**src/rtl/cbm_pkg.sv**
```systemverilog
// ----------------------------------------------------------------------------
// cbm_pkg - shared types and constants for the cartridge bank mapper
// Operation codes, address classes, register selects and mirroring codes.
// ----------------------------------------------------------------------------
package cbm_pkg;

    // field widths
    localparam int unsigned OP_W       = 2;
    localparam int unsigned ADDR_W     = 16;
    localparam int unsigned DATA_W     = 8;
    localparam int unsigned BANK_W     = 8;
    localparam int unsigned MIRROR_W   = 2;
    localparam int unsigned COUNT_W    = 9;
    localparam int unsigned CFG_IDX_W  = 1;
    localparam int unsigned CFG_DATA_W = 9;

    // operation carried by one request beat
    typedef enum logic [OP_W-1:0] {
        OP_WRITE     = 2'd0,
        OP_PRG_QUERY = 2'd1,
        OP_CHR_QUERY = 2'd2
    } op_t;

    // mirroring codes
    typedef enum logic [MIRROR_W-1:0] {
        MIRROR_HEADER = 2'd0,
        MIRROR_LOW    = 2'd1,
        MIRROR_HIGH   = 2'd2
    } mirror_t;

    // configuration register indexes
    typedef enum logic [CFG_IDX_W-1:0] {
        CFG_PRG_BANK_COUNT  = 1'b0,
        CFG_CHR_ROM_PRESENT = 1'b1
    } cfg_idx_t;

    // bank register picked by select bits 2..0
    typedef enum logic [2:0] {
        SEL_CHR_PAIR_LOW  = 3'd0,
        SEL_CHR_PAIR_HIGH = 3'd1,
        SEL_CHR_SINGLE0   = 3'd2,
        SEL_CHR_SINGLE1   = 3'd3,
        SEL_CHR_SINGLE2   = 3'd4,
        SEL_CHR_SINGLE3   = 3'd5,
        SEL_PRG_FIRST     = 3'd6,
        SEL_PRG_SECOND    = 3'd7
    } sel_t;

    // cpu address decode
    localparam logic [ADDR_W-1:0] ADDR_CLASS_MASK = 16'hE001;
    localparam logic [ADDR_W-1:0] ADDR_SELECT     = 16'h8000;
    localparam logic [ADDR_W-1:0] ADDR_BANK_DATA  = 16'h8001;

    // data masks and select limits
    localparam logic [DATA_W-1:0] SELECT_MIRROR_MAX = 8'h05;
    localparam logic [DATA_W-1:0] DATA_LOW5_MASK    = 8'h1F;
    localparam logic [DATA_W-1:0] PAIR_MASK         = 8'hFE;
    localparam int unsigned       MIRROR_DATA_BIT   = 5;
    localparam int unsigned       PRG_SWAP_BIT      = 6;
    localparam int unsigned       CHR_SWAP_BIT      = 7;

    // reset values
    localparam logic [COUNT_W-1:0] PRG_BANK_COUNT_RST = 9'd8;
    localparam logic [BANK_W-1:0]  PRG_FIRST_RST      = 8'd0;
    localparam logic [BANK_W-1:0]  PRG_SECOND_RST     = 8'd1;
    localparam logic [BANK_W-1:0]  CHR_PAIR_LOW_RST   = 8'd0;
    localparam logic [BANK_W-1:0]  CHR_PAIR_HIGH_RST  = 8'd2;
    localparam logic [BANK_W-1:0]  CHR_SINGLE_RST_BASE = 8'd4;

endpackage

```
**src/rtl/cbm_if.sv**
```systemverilog
// ----------------------------------------------------------------------------
// cbm_if - request and result channels of the cartridge bank mapper
// Valid/ready channels; a beat moves at a clock edge with valid and ready high.
// ----------------------------------------------------------------------------
interface cbm_req_if;
    logic                           valid;
    logic                           ready;
    logic [cbm_pkg::OP_W-1:0]       operation;
    logic [cbm_pkg::ADDR_W-1:0]     address;
    logic [cbm_pkg::DATA_W-1:0]     write_data;

    modport source (output valid, output operation, output address, output write_data,
                    input ready);
    modport sink   (input valid, input operation, input address, input write_data,
                    output ready);
endinterface

interface cbm_rsp_if;
    logic                           valid;
    logic                           ready;
    logic [cbm_pkg::BANK_W-1:0]     bank_number;
    logic                           bank_mapped;
    logic [cbm_pkg::MIRROR_W-1:0]   mirroring;

    modport source (output valid, output bank_number, output bank_mapped, output mirroring,
                    input ready);
    modport sink   (input valid, input bank_number, input bank_mapped, input mirroring,
                    output ready);
endinterface

```
**src/rtl/cartridge_bank_mapper_core.sv**
```systemverilog
// ----------------------------------------------------------------------------
// cartridge_bank_mapper_core - bank switch register file and slot lookup
// A request beat taken into the input register gives its result beat from the
// result register (one input register, one result register).
// Throughput: one beat per cycle, set by the single decode/mux pass between
// the input register and the result register; stalls only on result back-pressure.
// Reset: both stages empty, bank registers at power-up values, bank count 8,
// character ROM present, mirroring from header.
// ----------------------------------------------------------------------------
module cartridge_bank_mapper_core
(
    input  logic                              clk,
    input  logic                              rst_n,
    input  logic                              cfg_write_en,
    input  logic [cbm_pkg::CFG_IDX_W-1:0]     cfg_index,
    input  logic [cbm_pkg::CFG_DATA_W-1:0]    cfg_data,
    cbm_req_if.sink                           req,
    cbm_rsp_if.source                         rsp
);

    // configuration registers
    logic [cbm_pkg::COUNT_W-1:0]  prg_bank_count_reg;
    logic                         chr_rom_present_reg;

    // input stage
    logic                         in_valid_reg;
    logic [cbm_pkg::OP_W-1:0]     in_op_reg;
    logic [cbm_pkg::ADDR_W-1:0]   in_addr_reg;
    logic [cbm_pkg::DATA_W-1:0]   in_data_reg;

    // result stage
    logic                         out_valid_reg;
    logic [cbm_pkg::BANK_W-1:0]   out_bank_reg;
    logic                         out_mapped_reg;
    logic [cbm_pkg::MIRROR_W-1:0] out_mirror_reg;

    // mapper state
    logic [cbm_pkg::DATA_W-1:0]   select_reg,        select_next;
    logic [cbm_pkg::BANK_W-1:0]   prg_first_reg,     prg_first_next;
    logic [cbm_pkg::BANK_W-1:0]   prg_second_reg,    prg_second_next;
    logic [cbm_pkg::BANK_W-1:0]   chr_pair_low_reg,  chr_pair_low_next;
    logic [cbm_pkg::BANK_W-1:0]   chr_pair_high_reg, chr_pair_high_next;
    logic [cbm_pkg::BANK_W-1:0]   chr_single_reg  [4];
    logic [cbm_pkg::BANK_W-1:0]   chr_single_next [4];
    cbm_pkg::mirror_t             mirror_reg,        mirror_next;

    // result of the decode pass
    logic [cbm_pkg::BANK_W-1:0]   bank_next;
    logic                         mapped_next;

    // handshake
    logic                         advance;   // input stage moves into the result stage
    logic                         req_take;
    logic                         rsp_take;

    // decode helpers
    logic [cbm_pkg::ADDR_W-1:0]   addr_class;
    logic [cbm_pkg::DATA_W-1:0]   load_data;
    logic [cbm_pkg::BANK_W-1:0]   prg_second_last;
    logic [cbm_pkg::BANK_W-1:0]   prg_last;
    logic [2:0]                   chr_slot;
    logic [cbm_pkg::BANK_W-1:0]   chr_pair_base;
    logic                         prg_swap;

    assign rsp_take = out_valid_reg && rsp.ready;
    // result register is free, or its beat leaves this cycle
    assign advance  = in_valid_reg && (!out_valid_reg || rsp.ready);
    // input register is free, or its item moves on this cycle
    assign req.ready = !in_valid_reg || advance;
    assign req_take  = req.valid && req.ready;

    assign rsp.valid       = out_valid_reg;
    assign rsp.bank_number = out_bank_reg;
    assign rsp.bank_mapped = out_mapped_reg;
    assign rsp.mirroring   = out_mirror_reg;

    // ------------------------------------------------------------------
    // configuration port
    // ------------------------------------------------------------------
    always_ff @(posedge clk or negedge rst_n)
    begin
        if (!rst_n)
        begin
            prg_bank_count_reg  <= cbm_pkg::PRG_BANK_COUNT_RST;
            chr_rom_present_reg <= 1'b1;
        end
        else if (cfg_write_en)
        begin
            case (cbm_pkg::cfg_idx_t'(cfg_index))
                cbm_pkg::CFG_PRG_BANK_COUNT:  prg_bank_count_reg  <= cfg_data;
                cbm_pkg::CFG_CHR_ROM_PRESENT: chr_rom_present_reg <= cfg_data[0];
                default: ;
            endcase
        end
    end

    // ------------------------------------------------------------------
    // input stage
    // ------------------------------------------------------------------
    always_ff @(posedge clk or negedge rst_n)
    begin
        if (!rst_n)
        begin
            in_valid_reg <= 1'b0;
        end
        else if (req.ready)
        begin
            in_valid_reg <= req.valid;
        end
    end

    // payload holds no reset
    always_ff @(posedge clk)
    begin
        if (req_take)
        begin
            in_op_reg   <= req.operation;
            in_addr_reg <= req.address;
            in_data_reg <= req.write_data;
        end
    end

    // ------------------------------------------------------------------
    // bus write decode: select latch, bank loads, mirroring
    // ------------------------------------------------------------------
    assign addr_class = in_addr_reg & cbm_pkg::ADDR_CLASS_MASK;

    always_comb
    begin
        select_next        = select_reg;
        prg_first_next     = prg_first_reg;
        prg_second_next    = prg_second_reg;
        chr_pair_low_next  = chr_pair_low_reg;
        chr_pair_high_next = chr_pair_high_reg;
        chr_single_next    = chr_single_reg;
        mirror_next        = mirror_reg;
        load_data          = in_data_reg;

        if (cbm_pkg::op_t'(in_op_reg) == cbm_pkg::OP_WRITE)
        begin
            if (addr_class == cbm_pkg::ADDR_SELECT)
            begin
                select_next = in_data_reg;
            end
            else if (addr_class == cbm_pkg::ADDR_BANK_DATA)
            begin
                // low select values also drive single-screen mirroring
                if (select_reg <= cbm_pkg::SELECT_MIRROR_MAX)
                begin
                    mirror_next = in_data_reg[cbm_pkg::MIRROR_DATA_BIT]
                                ? cbm_pkg::MIRROR_HIGH : cbm_pkg::MIRROR_LOW;
                    load_data   = in_data_reg & cbm_pkg::DATA_LOW5_MASK;
                end
                case (cbm_pkg::sel_t'(select_reg[2:0]))
                    cbm_pkg::SEL_CHR_PAIR_LOW:
                    begin
                        if (chr_rom_present_reg)
                            chr_pair_low_next = load_data & cbm_pkg::PAIR_MASK;
                    end
                    cbm_pkg::SEL_CHR_PAIR_HIGH:
                    begin
                        if (chr_rom_present_reg)
                            chr_pair_high_next = load_data & cbm_pkg::PAIR_MASK;
                    end
                    cbm_pkg::SEL_CHR_SINGLE0:
                    begin
                        if (chr_rom_present_reg)
                            chr_single_next[0] = load_data;
                    end
                    cbm_pkg::SEL_CHR_SINGLE1:
                    begin
                        if (chr_rom_present_reg)
                            chr_single_next[1] = load_data;
                    end
                    cbm_pkg::SEL_CHR_SINGLE2:
                    begin
                        if (chr_rom_present_reg)
                            chr_single_next[2] = load_data;
                    end
                    cbm_pkg::SEL_CHR_SINGLE3:
                    begin
                        if (chr_rom_present_reg)
                            chr_single_next[3] = load_data;
                    end
                    cbm_pkg::SEL_PRG_FIRST:  prg_first_next  = load_data;
                    cbm_pkg::SEL_PRG_SECOND: prg_second_next = load_data;
                    default: ;
                endcase
            end
        end
    end

    // ------------------------------------------------------------------
    // slot lookup
    // ------------------------------------------------------------------
    // fixed slots use the bank count modulo 256, so counts 0, 1 and from 256 up wrap
    assign prg_second_last = prg_bank_count_reg[cbm_pkg::BANK_W-1:0] - 8'd2;
    assign prg_last        = prg_bank_count_reg[cbm_pkg::BANK_W-1:0] - 8'd1;
    assign prg_swap        = select_reg[cbm_pkg::PRG_SWAP_BIT];

    // 1K slot, halves exchanged when the swap bit is set
    assign chr_slot      = in_addr_reg[12:10] ^ {select_reg[cbm_pkg::CHR_SWAP_BIT], 2'b00};
    assign chr_pair_base = chr_slot[1] ? chr_pair_high_reg : chr_pair_low_reg;

    always_comb
    begin
        bank_next   = '0;
        mapped_next = 1'b0;
        case (cbm_pkg::op_t'(in_op_reg))
            cbm_pkg::OP_PRG_QUERY:
            begin
                // only the rom window at the top half of cpu space is mapped
                if (in_addr_reg[15])
                begin
                    mapped_next = 1'b1;
                    case (in_addr_reg[14:13])
                        2'd0:    bank_next = prg_swap ? prg_second_last : prg_first_reg;
                        2'd1:    bank_next = prg_second_reg;
                        2'd2:    bank_next = prg_swap ? prg_first_reg : prg_second_last;
                        default: bank_next = prg_last;
                    endcase
                end
            end
            cbm_pkg::OP_CHR_QUERY:
            begin
                // pattern table space only, and only with character rom
                if ((in_addr_reg[15:13] == 3'd0) && chr_rom_present_reg)
                begin
                    mapped_next = 1'b1;
                    if (chr_slot[2])
                        bank_next = chr_single_reg[chr_slot[1:0]];
                    else
                        bank_next = chr_pair_base + {7'd0, chr_slot[0]};
                end
            end
            default: ;
        endcase
    end

    // ------------------------------------------------------------------
    // mapper state, updated as each item leaves the input stage
    // ------------------------------------------------------------------
    always_ff @(posedge clk or negedge rst_n)
    begin
        if (!rst_n)
        begin
            select_reg        <= '0;
            prg_first_reg     <= cbm_pkg::PRG_FIRST_RST;
            prg_second_reg    <= cbm_pkg::PRG_SECOND_RST;
            chr_pair_low_reg  <= cbm_pkg::CHR_PAIR_LOW_RST;
            chr_pair_high_reg <= cbm_pkg::CHR_PAIR_HIGH_RST;
            for (int i = 0; i < 4; i++)
            begin
                chr_single_reg[i] <= cbm_pkg::CHR_SINGLE_RST_BASE + 8'(i);
            end
            mirror_reg        <= cbm_pkg::MIRROR_HEADER;
        end
        else if (advance)
        begin
            select_reg        <= select_next;
            prg_first_reg     <= prg_first_next;
            prg_second_reg    <= prg_second_next;
            chr_pair_low_reg  <= chr_pair_low_next;
            chr_pair_high_reg <= chr_pair_high_next;
            chr_single_reg    <= chr_single_next;
            mirror_reg        <= mirror_next;
        end
    end

    // ------------------------------------------------------------------
    // result stage
    // ------------------------------------------------------------------
    always_ff @(posedge clk or negedge rst_n)
    begin
        if (!rst_n)
        begin
            out_valid_reg <= 1'b0;
        end
        else if (advance)
        begin
            out_valid_reg <= 1'b1;
        end
        else if (rsp_take)
        begin
            out_valid_reg <= 1'b0;
        end
    end

    // result beat carries mirroring as it stands after this item's write
    always_ff @(posedge clk)
    begin
        if (advance)
        begin
            out_bank_reg   <= bank_next;
            out_mapped_reg <= mapped_next;
            out_mirror_reg <= mirror_next;
        end
    end

    // ------------------------------------------------------------------
    // assertions
    // ------------------------------------------------------------------
    // a bus write never produces a mapped bank
    a_write_unmapped: assert property (@(posedge clk) disable iff (!rst_n)
        (advance && (cbm_pkg::op_t'(in_op_reg) == cbm_pkg::OP_WRITE))
        |=> (out_bank_reg == '0) && !out_mapped_reg)
        else $error("bus write produced a mapped bank");

    // once single-screen mirroring is chosen it never returns to header default
    a_mirror_sticky: assert property (@(posedge clk) disable iff (!rst_n)
        ($past(mirror_reg) != cbm_pkg::MIRROR_HEADER)
        |-> (mirror_reg != cbm_pkg::MIRROR_HEADER))
        else $error("mirroring fell back to header default");

    // the last program slot always maps to the last bank
    a_prg_last_slot: assert property (@(posedge clk) disable iff (!rst_n)
        (advance && (cbm_pkg::op_t'(in_op_reg) == cbm_pkg::OP_PRG_QUERY)
         && in_addr_reg[15] && (in_addr_reg[14:13] == 2'd3))
        |=> out_mapped_reg && (out_bank_reg == $past(prg_last)))
        else $error("last program slot not mapped to last bank");

    // request side stalls only when both stages hold an item
    a_stall_full: assert property (@(posedge clk) disable iff (!rst_n)
        !req.ready |-> (in_valid_reg && out_valid_reg && !rsp.ready))
        else $error("request stalled with a free stage");

endmodule
```
**src/flat_wrapper.sv**
```systemverilog
// flat-port wrapper written by rule: the top's interface ports become plain ports
module cartridge_bank_mapper_core_flat 
  (clk, rst_n, cfg_write_en, cfg_index, cfg_data, req_valid, req_operation, req_address, req_write_data, req_ready, rsp_valid, rsp_bank_number, rsp_bank_mapped, rsp_mirroring, rsp_ready);
  cbm_req_if req_i ();
  cbm_rsp_if rsp_i ();
  input  logic clk;
  input  logic rst_n;
  input  logic cfg_write_en;
  input  logic [cbm_pkg::CFG_IDX_W-1:0] cfg_index;
  input  logic [cbm_pkg::CFG_DATA_W-1:0] cfg_data;
  input wire logic [$bits(req_i.valid)-1:0] req_valid;
  input wire logic [$bits(req_i.operation)-1:0] req_operation;
  input wire logic [$bits(req_i.address)-1:0] req_address;
  input wire logic [$bits(req_i.write_data)-1:0] req_write_data;
  output wire logic [$bits(req_i.ready)-1:0] req_ready;
  output wire logic [$bits(rsp_i.valid)-1:0] rsp_valid;
  output wire logic [$bits(rsp_i.bank_number)-1:0] rsp_bank_number;
  output wire logic [$bits(rsp_i.bank_mapped)-1:0] rsp_bank_mapped;
  output wire logic [$bits(rsp_i.mirroring)-1:0] rsp_mirroring;
  input wire logic [$bits(rsp_i.ready)-1:0] rsp_ready;
  assign req_i.valid = req_valid;
  assign req_i.operation = req_operation;
  assign req_i.address = req_address;
  assign req_i.write_data = req_write_data;
  assign req_ready = req_i.ready;
  assign rsp_valid = rsp_i.valid;
  assign rsp_bank_number = rsp_i.bank_number;
  assign rsp_bank_mapped = rsp_i.bank_mapped;
  assign rsp_mirroring = rsp_i.mirroring;
  assign rsp_i.ready = rsp_ready;
  cartridge_bank_mapper_core u_core (.clk(clk), .rst_n(rst_n), .cfg_write_en(cfg_write_en), .cfg_index(cfg_index), .cfg_data(cfg_data), .req(req_i), .rsp(rsp_i));
endmodule
```
**config.mk**
```make
export PLATFORM = sky130hd
export DESIGN_NAME = cartridge_bank_mapper_core_flat
export DESIGN_NICKNAME = d
export VERILOG_FILES = /design/src/rtl/cbm_pkg.sv /design/src/rtl/cbm_if.sv /design/src/rtl/cartridge_bank_mapper_core.sv /design/src/flat_wrapper.sv
export SDC_FILE = /design/constraint.sdc
export NUM_CORES = 1
export LEC_CHECK = 0
export BUFFER_PORTS_ARGS = -buffer_cell sky130_fd_sc_hd__buf_4
export CAP_MARGIN = 20
export CORE_MARGIN = 10
export CORE_UTILIZATION = 58
export CTS_CLUSTER_SIZE = 20
export DETAILED_ROUTE_END_ITERATION = 8
export GPL_ROUTABILITY_DRIVEN = 0
export PLACE_DENSITY = 0.79
export SKIP_CTS_REPAIR_TIMING = 1
export SLEW_MARGIN = 20
export SYNTH_ARGS = -nofsm -noshare
export SYNTH_HDL_FRONTEND = slang
export SYNTH_SLANG_ARGS = --single-unit
```
**constraint.sdc**
```tcl
create_clock -name clk -period 2.62 [get_ports clk]
set_input_delay 0 -clock clk [delete_from_list [all_inputs] [get_ports clk]]
set_output_delay 0 -clock clk [all_outputs]
set_load 0.05 [all_outputs]
```
==> results.md <==
* Setup violators final at 0
* Outcome: complete, no violations
* Worst-path maximum fanout at 10
* Row count at 34
* DIE AREA at 12920 sq um
* 1st-iter DRT viols at around 170
* CTS tree: done
* Crit path DAT at between 2000 and 3000 ps
* Vias after detailed routing at about 3500
* Drc violations at 0
* Area share of and/or/nand/nor cells after synthesis at roughly a tenth
* Max-Cap Viols at 0
* Total track usage at approximately 17%
* CP Launch Type: flop
* Starting density of the core at about three fifths
* Achievable Freq at between 0.4 and 0.5 GHz
* Synth Area in Compound Gates at under 10%
* Synth Cell Area at 5090 sq um
* Worst min-delay path endpoint: u_core.rsp.valid
* Max VDD drop at roughly 0.00037 V
* Static Leak at around 2.6 nW
* Vias per inst at approximately 5.9
* Most common cell in the netlist: dfrtp_1
* RSZ-0062 raised after global routing: no
* Cell count of the worst reg-to-reg path at 6
* FFs w/ async S/R, synth at 74.77%
* Setup TNS Final at 0 ps
* H-tree Lvls at 3
* Initial antenna violation count at 0
* Worst reg-to-reg setup slack at between 200 and 300 ps
* Clk sinks at between 100 and 150
* Max-slew violation count at 0
* Kind of critical path: reg2reg
* Final wirelength at 11640 um
* Largest family of logic cells by synthesized area: multiplexers
* Largest net degree at the start of global routing at 84
* Endpoints failing hold at 0
* Xor-xnor portion of the synthesized cell area at under 10%
* YS warnings at 0
* Vias in the first global route at between 3000 and 4000
* IO Pins at 54
* Mux cell area share after synthesis at between 15 and 20%
* Sequential area share after synthesis at between 50 and 60%
* Post-synth EDFFs at 28
* Clock tree buffer depth at 2
* Footprint of the multi-input gates at between 2000 and 2500 sq um
* Synth Area in Adders at about 1.5%
* Yosys top cell area share at a little over a third
* Synth top area cells: dfrtp_1 35%, edfxtp_1 17%, mux2_2 10%
* First-pass GRT wire length at 17680 um
* Post-DP Area at approximately 5500 sq um
* Root Driver: clkbuf_8
* Worst Hold Class: in2reg
* Number of flip-flops in the largest register at 32
* End of the worst register-to-register path: u_core.chr_pair_high_reg[2]
* Seq cells post-synth at approximately 110
* Storage element area at 2933 sq um
* HPWL Detailed at around 7700 um
* PD cells at roughly 580 nW/um^2
* Clk_skew at ~23 ps
* Net Count, Synth at roughly 460
* Worst Path Required at between 2000 and 3000 ps
* Cells after Synth at roughly 400
* Post-DR wirelength/cell at 19.56 um
* Global route overflow at 0
* Clk_lat worst skew at between 300 and 400 ps
* Worst slack, placed at roughly 330 ps
* Pwr Total at 0.003476 W
* Fill cells at between 500 and 600
* Detailed Routing Iterations Pass 1 at 5
* Die Wd at about 110 um
* CTS clk-pin slew, worst paths at 120 ps
* DIE HEIGHT at ~110 um
* Cell taking the most area after synthesis: dfrtp_1
* CP endpoint kind: flop
* Worst slew margin relative to its limit at 46.04%
* Syn-to-layout area delta at 17.82%
* N_diodes at 0
* IO Port Bufs at between 40 and 50
* Fin area at ~6000 sq um
* Layout cells sized above 1 at 28.75%
* Hold path cells at 3
* WHS at 27.70 ps
* Cts bufs inserted at 9
* Fin nets at approximately 530
* Crit Reg-Reg Startpoint: u_core.in_op_reg[1]
* Synth cell count leaders: 71 x dfrtp_1, 47 x mux2_2, 42 x nand2_1
* Slew @ Worst Pin at approximately 810 ps
* Top FF cell, synth: dfrtp_1
* Core ar. at 8636 sq um
* Worst setup margin at between 200 and 300 ps
* HP Start: rsp_ready
* Yosys cell types at 46
* Tcrit/Tclk final at ~89%
* Minimum clock period at between 2000 and 2500 ps
* Syn Area/Cell at approximately 12 sq um
* Final ANT Viol Nets at 0
## worst max-delay path by stage
| stage | startpoint | end | slack [ps] | cells past startpoint |
|---|---|---|---|---|
| finish | u_core.in_op_reg[1] | u_core.chr_pair_high_reg[2] | 290 | 6 |
| global route | u_core.in_op_reg[1] | u_core.prg_first_reg[2] | 170 | 6 |
| CTS | u_core.in_op_reg[1] | u_core.chr_pair_high_reg[2] | 290 | 6 |
| detailed placement | u_core.in_op_reg[1] | u_core.chr_pair_high_reg[2] | 330 | 6 |
| global placement | u_core.in_op_reg[0] | u_core.chr_pair_high_reg[4] | 410 | 6 |
| floorplan | u_core.rsp.valid | u_core.in_addr_reg[0] | 640 | 3 |
## layout by cell type, fill, tap and decap left out, drive strengths merged, types with 4 or more instances in the layout
cell type / instances
dfstp: 12
nand3: 4
edfxtp: 28
xor2: 5
inv: 16
xnor2: 7
mux4: 7
ha: 6
nor2: 21
o22ai: 6
a21oi: 18
nand4: 4
mux2i: 13
o21ai: 32
mux2: 55
nand2b: 6
nand2: 42
dfrtp: 71
buf: 52
clkbuf: 10
nor4: 5
dlygate4sd3: 29
## critical path, stage by stage, from the launching register on
cell and delay [ps]:
edfxtp_1 440, inv_1 100, ha_1 140, and4bb_2 290
nand2_1 80, or4b_1 770, mux2_4 390
## cells by family (layout without fill, tap and decap cells)
logic type | Yosys count | after routing
AOI/OAI and AO/OA | 70 | 70
DFF | 111 | 111
adders and majority gates | 6 | 6
buffers and inverters | 34 | 110
and+or+nand+nor | 103 | 103
muxes | 75 | 75
xor gates and xnor gates | 12 | 12
## metal layers
metal | part of all wire, % | wire length (um) | track usage [%] | vias to the layer above
li1 | - | - | - | 1622
met4 | 1.8 | 207 | 4.315 | 0
met2 | 54 | 6280 | 29.97 | 122
met3 | 5.3 | 622 | 3.937 | 15
met1 | 39 | 4527 | 21.11 | 1748
met5 | 0 | 0 | 0 | -
## cell type report
type                    instances  share of cell area (%)
clock inverters                 6                  0.8346
multi-input cells             266                   33.65
repair buffers                 81                   11.41
inverters                      13                  0.8137
clock buffers                  10                   2.128
flip-flops and latches        111                   48.90
well taps                     108                   2.253
## metrics by stage
stage | util [%] | std cells
2_1_floorplan | - | 411
3_3_place_gp | 63.98 | 550
3_5_place_dp | 63.98 | 550
4_1_cts | 66.04 | 566
5_1_grt | 69.44 | 595
6_report | 69.44 | 595
## report_power, final
part,switching (W),internal [W]
Clock,0.000612,0.000362
Combinational,0.000310,0.000224
Sequential,0.0000996,0.00187
Note: power is estimated with default switching activity, not from simulation.
